<file path="config.mk">
export PLATFORM = sky130hd
export DESIGN_NAME = hgc_isqrt
export DESIGN_NICKNAME = d
export VERILOG_FILES = /design/src/sv/assert_macros.svh /design/src/sv/hgc_isqrt.sv
export SDC_FILE = /design/constraint.sdc
export NUM_CORES = 2
export LEC_CHECK = 0
export ABC_AREA = 0
export BUFFER_PORTS_ARGS = -buffer_cell sky130_fd_sc_hd__buf_2
export CAP_MARGIN = 40
export CELL_PAD_IN_SITES_DETAIL_PLACEMENT = 0
export CELL_PAD_IN_SITES_GLOBAL_PLACEMENT = 2
export CORE_MARGIN = 2
export CORE_UTILIZATION = 40
export CTS_CLUSTER_SIZE = 12
export DETAILED_ROUTE_END_ITERATION = 10
export PLACE_DENSITY = 0.72
export SYNTH_ARGS = -nofsm -noshare
export SYNTH_HDL_FRONTEND = slang
export SYNTH_SLANG_ARGS = --single-unit
</file>
<file path="constraint.sdc">
create_clock -name i_clk -period 7.84 [get_ports i_clk]
set_input_delay 0.784 -clock i_clk [delete_from_list [all_inputs] [get_ports i_clk]]
set_output_delay 0.784 -clock i_clk [all_outputs]
set_load 0.05 [all_outputs]
</file>
<file path="src/sv/assert_macros.svh">
// assertion macros used by the top-level rtl file
`ifndef ASSERT_MACROS_SVH
`define ASSERT_MACROS_SVH
`ifndef ASSERT_OFF
// property must hold at every clock outside reset
`define ASSERT_CLK(lbl, clk, rst_n, prop) \
    lbl: assert property (@(posedge clk) disable iff (!rst_n) prop) \
        else $error("assertion failed");
// condition must never be seen outside reset
`define ASSERT_NEVER(lbl, clk, rst_n, cond) \
    lbl: assert property (@(posedge clk) disable iff (!rst_n) !(cond)) \
        else $error("forbidden condition seen");
`else
`define ASSERT_CLK(lbl, clk, rst_n, prop)
`define ASSERT_NEVER(lbl, clk, rst_n, cond)
`endif
`endif

</file>
<file path="src/sv/hgc_isqrt.sv">
// pipelined restoring square root of a q30 value, one result bit per stage
module hgc_isqrt (
    input  logic        i_clk,
    input  logic        i_rst_n,
    input  logic        i_en,
    input  logic        i_valid,
    input  logic [30:0] i_val,
    output logic        o_valid,
    output logic [30:0] o_root
);
    localparam int LEVELS = 31;

    logic [LEVELS:0] r_v;
    logic [60:0]     r_rm [0:LEVELS];
    logic [61:0]     r_rt [0:LEVELS];

    always_ff @(posedge i_clk) begin
        if (!i_rst_n) begin
            r_v <= '0;
        end else if (i_en) begin
            r_v <= {r_v[LEVELS-1:0], i_valid};
        end
    end

    always_ff @(posedge i_clk) begin
        if (i_en) begin
            r_rm[0] <= {i_val, 30'd0};
            r_rt[0] <= '0;
        end
    end

    for (genvar k = 0; k < LEVELS; k++) begin : g_level
        localparam logic [61:0] BIT = 62'(1) << (60 - 2 * k);
        logic [61:0] w_sum;
        assign w_sum = r_rt[k] + BIT;
        always_ff @(posedge i_clk) begin
            if (i_en) begin
                if ({1'b0, r_rm[k]} >= w_sum) begin
                    r_rm[k+1] <= r_rm[k] - w_sum[60:0];
                    r_rt[k+1] <= (r_rt[k] >> 1) + BIT;
                end else begin
                    r_rm[k+1] <= r_rm[k];
                    r_rt[k+1] <= r_rt[k] >> 1;
                end
            end
        end
    end

    assign o_valid = r_v[LEVELS];
    assign o_root  = r_rt[LEVELS][30:0];

endmodule

</file>
==> impl_metrics.ini <==
[status]
status = finished, final reports clean

[critical_path]
rrSetupSlack_ns = 3.09
cp-start-kind = register
cp_slowest_cell = nor2b_1
crit_path_max_incr_delay_ns = 0.70
path_cells = or4_1 -> or3_1 -> or4_1 -> nor4b_1 -> nand2_1 -> nor2b_1 -> inv_2 -> nand4_1 -> nor4_1 -> xor2_1
crit_type = reg2reg
worstRegToRegCells = 10
cp_top_family = simple AND/OR/NAND/NOR gates
cp-startpoint = r_rm[1][291]$_DFFE_PP_
cpMostUsedCell = or4_1
r2r-end = r_rm[1][354]$_DFFE_PP_
worst-path-max-fanout = 37
reg2reg_from = r_rm[1][291]$_DFFE_PP_
cp.arrival_ns = 5.32
path_buf_inv = 1
setup.worst_path.end_class = register
critical_path_required_ns = 8.41

[route]
vias = 58451
via_per_inst = 5.253
dr.pass1.iters = 6
avgRoutedWirePerCell_um = 19.06
ant_nets = 0
drc = 0
wirelength_mm = 212.1
dr.first_iter.drc_count = 4354

[floorplanning]
dieArea_sq_mm = 0.2267
ios = 67
core_area_sq_mm = 0.2219
die_w_um = 476.1
start_util_pct = 40.18
fp-row-count = 173
die_h_um = 476.1

[power_and_ir_drop]
power.share.clock_pct = 32.1
powerDensity_mw_per_mm2 = 283.9
peakVddDrop_mv = 0.2333
leakage_nw = 37.84
p_comb_share_pct = 23.2
pwr-share-seq_pct = 44.6
switching_share_pct = 30.81
p_switching_mw = 8.737
power.internal_mw = 19.62

[timing]
setup_ws_ns = 3.093
finalSetupViolCount = 0
final.setup.tns_ns = 0
hold_viol_final = 0
fin_crit_sh_pct = 60.54
worst_clock_skew_ns = 0.06487
slew_violations = 0
max_freq_mhz = 210.7
worstMarginPinSlew_ns = 0.9578
whs_ns = 0.07453
fin_crit_ns = 4.747
relSlewSlack_pct = 35.98
rsz0062_at_grt = false

[clock_network]
cts_setup_buffers = 0
cts_resized = 0
cts.sinks = 1685
clock_latency_ns = 0.84
hold_buffers = 20
cts.clk_slew.worst_paths_ns = 0.06
clockRootBuffer = clkbuf_16
cts_max_level = 4
cts_buffer_depth = 3
cts_tree = yes
cts_inserted_buffers = 194

[layout]
nFillCells = 20676
drive_above_1_share_pct = 6.345
fin_area_sq_mm = 0.09988
postLayoutCoreUtil_pct = 45.02
area_delta_synth_final_pct = 12.04
fin_nets = 8536

[global_routing]
grt_use_met1_pct = 26.15
grt_first_pass_wirelength_mm = 333.4
grt_use_total_pct = 18.50
grt_max_degree = 138
busiest_layer = met2
overflow = 0
antenna_found_initial = 3
met2_usage_pct = 30.03
first_global_vias = 57843
globalRouteMet3Util_pct = 2.359

[synth]
postSynthAreaPerCell_sq_um = 11.36
syn_inst = 7847
yosys-top-cells-area = edfxtp_1 56%, ha_1 6.9%, xor2_1 4.0%
ys_types = 86
synth_commonest_cells = 1653 x edfxtp_1, 665 x nand2_1, 627 x inv_1
synth_fp_nets = 8391
synthArstFlopShare_pct = 0
yosys_warnings = 0
syn-cell-area_sq_mm = 0.08915
synth_top_area_cell = edfxtp_1
synth_seq_cells = 1685
synth_seq_area_share_pct = 56.40
synth-edff-count = 1653
synth-main-ff-cell = edfxtp_1
yosysMostFrequentCell = edfxtp_1
synth_top_cell_area_share_pct = 55.68

[placed_design]
post_dp_cell_area_sq_mm = 0.09317
gp_congestion = 0.8376
pre_cts_slack_ns = 2.986
portBuffers = 66
hpwl_mm = 159.8

[hold_path]
min_path_cells = 1
hold_path_end = r_rm[0][55]$_DFFE_PP_
holdCritStartpoint = i_val[25]
holdCritPathClass = in2reg

[flow_run]
cap_viol_max_count = 0
-- cell usage in the layout, fill, tap and decap left out, drive strengths merged, types with 31 or more instances in the layout --
cell type / instances
clkbuf: 226
nor2: 470
o21a: 90
nor3: 212
clkinv: 99
nand4: 90
mux2i: 42
nand2: 665
o21bai: 47
mux2: 38
o211ai: 31
inv: 629
a21oi: 458
a21o: 189
and3: 46
a31oi: 49
xor2: 406
edfxtp: 1653
a211oi: 54
or4: 56
or2: 33
xnor2: 352
buf: 132
dfxtp: 32
nor4: 155
nor2b: 100
nand2b: 108
nand3: 124
o21ai: 558
o31ai: 35
or3: 86
ha: 494
-- per-stage QoR --
step / power, mW / cells
after detailed placement: 19.41 / 10751
after floorplan: 17.41 / 7847
after global routing: 30.00 / 11124
final: 28.36 / 11127
after global placement: 19.41 / 10735
after CTS: 28.70 / 11123
-- power by group through the flow --
stage	clock network, mW	logic, mW	registers, mW
floorplan	0	5.02	12.4
global placement	0	6.53	12.9
detailed placement	0	6.56	12.9
CTS	9.39	6.61	12.7
global route	9.75	7.43	12.8
finish	9.12	6.58	12.7
-- worst reg2reg max path, delay by kind of cell (launching register included) --
kind / cells / cell delay [ns]
flops: 1 / 0.45
xor+xnor: 1 / 0.15
buf+inv: 1 / 0.49
simple gates: 8 / 3.39
-- registers in the layout, summed over array words and instances (netlist names) --
register,cells
r_rt,496
r_rm,1157
r_v,32
-- per-layer routing --
layer  routed length (um)  part of all wire (%)  vias up
li1                     -                     -    29042
met1               101300                    48    28169
met4                 4482                   2.1        0
met5                    0                     0        -
met2                98470                    46      994
met3                 7787                   3.7      246
-- how the worst max path moves through the flow --
stage                                            end  slack, ns  cells after the start
after global placement        r_rm[1][850]$_DFFE_PP_       2.88                     11
after CTS                     r_rm[1][354]$_DFFE_PP_       2.96                     10
after floorplan           r_rm[1][856]$_SDFFCE_PP0P_       3.63                      3
after global routing          r_rm[1][354]$_DFFE_PP_       2.60                     10
after detailed placement      r_rm[1][354]$_DFFE_PP_       2.99                     10
final                         r_rm[1][354]$_DFFE_PP_       3.09                     10
-- area by class of cell --
| cell class | count | area (sq um) | area share, % |
|---|---|---|---|
| Sequential cell | 1685 | 50280 | 50.34 |
| Multi-Input combinational cell | 5328 | 35780 | 35.82 |
| Clock buffer | 226 | 4985 | 4.991 |
| Tap cell | 2975 | 3722 | 3.727 |
| Inverter | 630 | 2365 | 2.368 |
| Clock inverter | 126 | 1523 | 1.524 |
| Timing Repair Buffer | 153 | 1219 | 1.220 |
| Antenna cell | 4 | 10.01 | 0.01002 |
-- kinds of logic after synthesis --
family	count (synthesis)	share of synthesized area (%)
buf+inv	834	3.527
fa+ha+maj	509	7.270
compound gates	1689	11.57
flops	1685	56.40
xor+xnor	758	7.447
simple gates	2292	12.83
mux	80	0.9515
(Power assumes the default switching activity.)
