$ cat config.mk
export PLATFORM = sky130hd
export DESIGN_NAME = hgc_rad
export DESIGN_NICKNAME = d
export VERILOG_FILES = /design/src/sv/assert_macros.svh /design/src/sv/hgc_pkg.sv /design/src/sv/hgc_rad.sv
export SDC_FILE = /design/constraint.sdc
export NUM_CORES = 2
export LEC_CHECK = 0
export ABC_AREA = 1
export BUFFER_PORTS_ARGS = -buffer_cell sky130_fd_sc_hd__buf_2
export CELL_PAD_IN_SITES_DETAIL_PLACEMENT = 2
export CELL_PAD_IN_SITES_GLOBAL_PLACEMENT = 2
export CORE_UTILIZATION = 42
export CTS_CLUSTER_DIAMETER = 150
export DETAILED_ROUTE_END_ITERATION = 10
export PLACE_DENSITY = 0.8
export RECOVER_POWER = 50
export SYNTH_ARGS = -nofsm -noshare
export SYNTH_HDL_FRONTEND = slang
export SYNTH_SLANG_ARGS = --single-unit
$ cat constraint.sdc
create_clock -name i_clk -period 8.85 [get_ports i_clk]
set_clock_uncertainty 0.15 [all_clocks]
set_input_delay 1.77 -clock i_clk [delete_from_list [all_inputs] [get_ports i_clk]]
set_output_delay 1.77 -clock i_clk [all_outputs]
set_load 0.02 [all_outputs]
$ cat src/sv/assert_macros.svh
// assertion macros used by the top-level rtl file
`ifndef ASSERT_MACROS_SVH
`define ASSERT_MACROS_SVH
`ifndef ASSERT_OFF
// property must hold at every clock outside reset
`define ASSERT_CLK(lbl, clk, rst_n, prop) \
    lbl: assert property (@(posedge clk) disable iff (!rst_n) prop) \
        else $error("assertion failed");
// condition must never be seen outside reset
`define ASSERT_NEVER(lbl, clk, rst_n, cond) \
    lbl: assert property (@(posedge clk) disable iff (!rst_n) !(cond)) \
        else $error("forbidden condition seen");
`else
`define ASSERT_CLK(lbl, clk, rst_n, prop)
`define ASSERT_NEVER(lbl, clk, rst_n, cond)
`endif
`endif

$ cat src/sv/hgc_pkg.sv
// shared constants, tables and helpers of the haversine geofence pipeline
package hgc_pkg;

    localparam int CORDIC_STEPS_DEF = 24;

    localparam int LAT_W  = 31;
    localparam int LON_W  = 32;
    localparam int DIST_W = 25;
    localparam int RAD_W  = 25;
    localparam int CFG_W  = 32;

    localparam logic [1:0] CFG_CLAT = 2'd0;
    localparam logic [1:0] CFG_CLON = 2'd1;
    localparam logic [1:0] CFG_RAD  = 2'd2;

    localparam logic signed [LAT_W-1:0] RST_CLAT = 31'sd377749000;
    localparam logic signed [LON_W-1:0] RST_CLON = -32'sd1224194000;
    localparam logic [RAD_W-1:0]        RST_RAD  = 25'd50000;

    localparam logic signed [LAT_W-1:0] LAT_LIMIT = 31'sd900000000;
    localparam logic [32:0] TURN_E7      = 33'd3600000000;
    localparam logic [32:0] HALF_TURN_E7 = 33'd1800000000;
    localparam logic [33:0] TWO_TURN_E7  = 34'd7200000000;

    localparam longint unsigned PI_Q30 = 64'd3373259426;
    // floor of pi_q30 * 2^32 / full turn, never above the true ratio
    localparam logic [31:0] RAD_K = 32'((PI_Q30 << 32) / 64'd3600000000);

    localparam logic [30:0]        ONE_Q30      = 31'h4000_0000;
    localparam logic signed [32:0] INV_GAIN_Q30 = 33'sd652032874;
    localparam logic [23:0]        EARTH_2R_M   = 24'd12742000;
    localparam logic [56:0]        DIST_ROUND   = 57'h2000_0000;
    localparam logic [DIST_W-1:0]  DIST_MAX     = 25'd20038000;

    localparam logic [31:0] ATAN_TAB [32] = '{
        32'd843314856, 32'd497837829, 32'd263043836, 32'd133525158,
        32'd67021686,  32'd33543515,  32'd16775850,  32'd8388437,
        32'd4194282,   32'd2097149,   32'd1048575,   32'd524287,
        32'd262143,    32'd131071,    32'd65535,     32'd32767,
        32'd16383,     32'd8191,      32'd4095,      32'd2047,
        32'd1023,      32'd511,       32'd255,       32'd127,
        32'd63,        32'd31,        32'd15,        32'd8,
        32'd4,         32'd2,         32'd1,         32'd0
    };

    function automatic logic signed [LAT_W-1:0] clamp_lat(input logic signed [LAT_W-1:0] v);
        logic signed [LAT_W-1:0] res;
        res = v;
        if (v > LAT_LIMIT) begin
            res = LAT_LIMIT;
        end else if (v < -LAT_LIMIT) begin
            res = -LAT_LIMIT;
        end
        return res;
    endfunction

    function automatic logic [30:0] clamp_q30(input logic signed [32:0] v);
        logic [30:0] res;
        res = v[30:0];
        if (v[32]) begin
            res = '0;
        end else if (v > $signed({2'b00, ONE_Q30})) begin
            res = ONE_Q30;
        end
        return res;
    endfunction

endpackage

$ cat src/sv/hgc_rad.sv
// angle conversion: 1e-7 degree magnitude to q30 half-angle radians, rounded
module hgc_rad (
    input  logic        i_clk,
    input  logic        i_rst_n,
    input  logic        i_en,
    input  logic        i_valid,
    input  logic [30:0] i_mag,
    output logic        o_valid,
    output logic [30:0] o_angle
);
    import hgc_pkg::*;

    logic [2:0]  r_v;
    logic [63:0] r_num;
    logic [30:0] r_qe1;
    logic [30:0] r_qe2;
    logic [33:0] r_rem;
    logic [30:0] r_ang;

    logic [63:0] w_num;
    logic [62:0] w_est;
    logic [63:0] w_prod;
    logic [63:0] w_rem;
    logic [30:0] n_ang;

    // numerator with half-turn rounding term, and a quotient estimate low by 0..2
    assign w_num  = 64'(i_mag) * PI_Q30 + 64'(HALF_TURN_E7);
    assign w_est  = 63'(i_mag) * 63'(RAD_K);
    assign w_prod = 64'(r_qe1) * 64'(TURN_E7);
    assign w_rem  = r_num - w_prod;

    always_comb begin
        if (r_rem >= TWO_TURN_E7) begin
            n_ang = r_qe2 + 31'd2;
        end else if (r_rem >= 34'(TURN_E7)) begin
            n_ang = r_qe2 + 31'd1;
        end else begin
            n_ang = r_qe2;
        end
    end

    always_ff @(posedge i_clk) begin
        if (!i_rst_n) begin
            r_v <= '0;
        end else if (i_en) begin
            r_v <= {r_v[1:0], i_valid};
        end
    end

    always_ff @(posedge i_clk) begin
        if (i_en) begin
            r_num <= w_num;
            r_qe1 <= w_est[62:32];
            r_qe2 <= r_qe1;
            r_rem <= w_rem[33:0];
            r_ang <= n_ang;
        end
    end

    assign o_valid = r_v[2];
    assign o_angle = r_ang;

endmodule

==> metrics.txt <==
Slew Limit Headroom=-259.5%; met2 usage=59.37%; Die Wd=297.4 um; site row count=107; final hold vios=0; status=finished with violations; most frequent cells after synthesis=1,107 x inv_1, 632 x nand2_1, 612 x ha_1; Port Buffers=66; CP Capture Point=r_qe1[28]; share of cells above drive strength 1=6.132%; antenna viol nets, final=0; die area=88,430 um^2; period utilization=96.84%; post-synth top area share=31.69%; # H-tree levels=4; Final nets=5,568; synth top area cells=fa_1 32%, ha_1 21%, edfxtp_1 12%; Worst Setup End Kind=flop; most common cell in the netlist=inv_1; critical path data required time=8.92 ns; initial DRC count=1,282; fin crit period=8.570 ns; max-slew violation count=95; cells on worst reg2reg path=29; clk slew on worst S/H paths=0.07 ns; Syn Area/Cell=8.737 um^2; Core ar.=85,820 um^2; Worst setup SP type=input port; Setup Crit Path Kind=input port to flop; synthesis warning total=0; gpl congestion=0.9546; DRC viols=0; First-pass DRT Iterations=5; failing checks=max-capacitance violations, max-slew violations; max-cap violation count=1; net count after synthesis=5,421; RSZ-0062 raised after global routing=false; Post-Syn Area=36,640 um^2; Crit. Startpoint=i_mag[5]; crit-path max FO=5; Clk Latency, worst-skew pair=0.48 ns; Seq/Total Area, Yosys=11.72%; worst-margin pin slew=5.392 ns; initial core utilization=42.70%; number of synthesized flops with an enable pin=141; Async SR Flop Fraction=0%; routed wire length=141,800 um; register bit total from synthesis=144; Worst EP arrival=8.64 ns; hold_buf cts=0; CTS tree=done; largest net degree at the start of global routing=95; vias in the first global route=35,480; post-DR vias/cell=5.391; hold_ws=0.2769 ns; initial antenna violation count=0; Distinct cells, synth=47; area leader, netlist=fa_1; Overall Global Routing Usage=32.68%; ys flop type=edfxtp_1; first-pass GRT wire length=216,400 um; grt ovf=0; Post-DP HPWL=126,500 um; met3 global-route usage=3.177%; CTS Buffer Depth=2; Hold Path Class=flop to flop; Num CTS Buffers=17; Top Ports=67; n_diodes=0; global route hottest layer=met2; grt met1 use=38.22%; drt wl/cell=25.79 um; FF-to-FF End=r_rem[33]; Final Setup Violations=0; fmax=116.7 MHz; root buf cell=clkbuf_16; Layout area overhead=7.758%; Die H=297.4 um; register-to-register setup slack=0.66 ns; vias=29,638; Synth Instances=4,194; worst r2r src=r_qe1[1]; # clock sinks=144; Hold Crit Depth=0
per-layer routing:
layer  share of wire, %  wire (um)
met2                 52      73110
met4                5.4       7642
met5                  0          0
met1                 40      56890
met3                2.9       4181
through the flow:
| step | setup WS (ns) | cells | area [um^2] | utilization, % | TNS [ns] |
|---|---|---|---|---|---|
| after floorplan | 0.8356 | 4194 | 36640 | - | 0 |
| after global placement | 0.07820 | 5466 | 38910 | 45.35 | 0 |
| after detailed placement | -0.2217 | 5466 | 38910 | 45.35 | -1.171 |
| after CTS | 0.2470 | 5498 | 39530 | 46.06 | 0 |
| after global routing | 0.07916 | 5498 | 39490 | 46.01 | 0 |
| final | 0.2797 | 5498 | 39490 | 46.01 | 0 |
sequential cells by signal, indices dropped and copies added (netlist names):
name     count
r_qe1       31
r_qe2       31
o_angle     31
r_v          3
r_num       24
r_rem       24
worst max-delay path, stage by stage:
cell and delay (ns):
buf_2 0.18, inv_1 0.14, fa_1 0.69, xor2_1 0.26, or2_2 0.18, nand2_1 0.07
fa_1 0.48, fa_1 0.64, fa_1 0.49, fa_1 0.53, fa_1 0.56, inv_1 0.06
fa_1 0.54, inv_1 0.05, ha_1 0.38, nand2_1 0.14, nor2_1 0.21, inv_1 0.11
nor2_1 0.16, inv_1 0.06, nor2_1 0.13, nand2_1 0.07, o211ai_1 0.40, a21oi_1 0.16
xor2_1 0.17
area by class of cell:
class | count | area (um^2)
inverters | 1128 | 4234
well taps | 1144 | 1431
clock buffers | 17 | 425.4
clock inverters | 15 | 191.4
flip-flops and latches | 144 | 4294
fillers | 9558 | 46330
multi-input cells | 2912 | 28080
repair buffers | 138 | 825.8
repair_timing:
action,in CTS,in global routing
gates resized for setup,0,1
setup endpoints to repair,0,1
setup buffers,0,0
placed cells by master, fill, tap and decap left out, types with 10 or more instances in the layout:
cell / Yosys / final
o21ai_0: 116 / 116
clkbuf_16: 0 / 17
clkbuf_1: 10 / 32
buf_4: 0 / 70
nand2_1: 632 / 632
nand3_1: 114 / 114
nor2_4: 15 / 15
nand2_4: 10 / 10
o21bai_1: 14 / 14
inv_1: 1107 / 1107
nor3_1: 29 / 29
nand4_1: 48 / 48
xnor2_1: 54 / 54
buf_2: 0 / 36
fa_1: 580 / 580
nand2_2: 46 / 46
xor2_1: 122 / 122
inv_2: 19 / 19
ha_1: 612 / 612
edfxtp_1: 141 / 141
a21oi_1: 169 / 169
nand3_2: 10 / 10
nor2_1: 225 / 225
a31oi_1: 13 / 13
nor2_2: 15 / 15
a21o_1: 15 / 15
cell families after synthesis:
group,synth area share [%]
fa+ha+maj,52.58
simple gates,14.15
buf+inv,11.66
compound gates,5.634
xor+xnor,4.251
flops,11.72
worst min path at each step:
| stage | from | end | slack [ns] |
|---|---|---|---|
| 2_1_floorplan | r_qe1[24] | r_qe2[24] | 0.25 |
| 3_3_place_gp | r_qe1[27] | r_qe2[27] | 0.25 |
| 3_5_place_dp | r_qe1[30] | r_qe2[30] | 0.26 |
| 4_1_cts | r_qe1[30] | r_qe2[30] | 0.28 |
| 5_1_grt | r_qe1[30] | r_qe2[30] | 0.28 |
| 6_report | r_qe1[30] | r_qe2[30] | 0.28 |
Power is left out: the tool's default activity adds up to more than one toggle a clock period on the data nets, which glitch-free logic cannot reach.
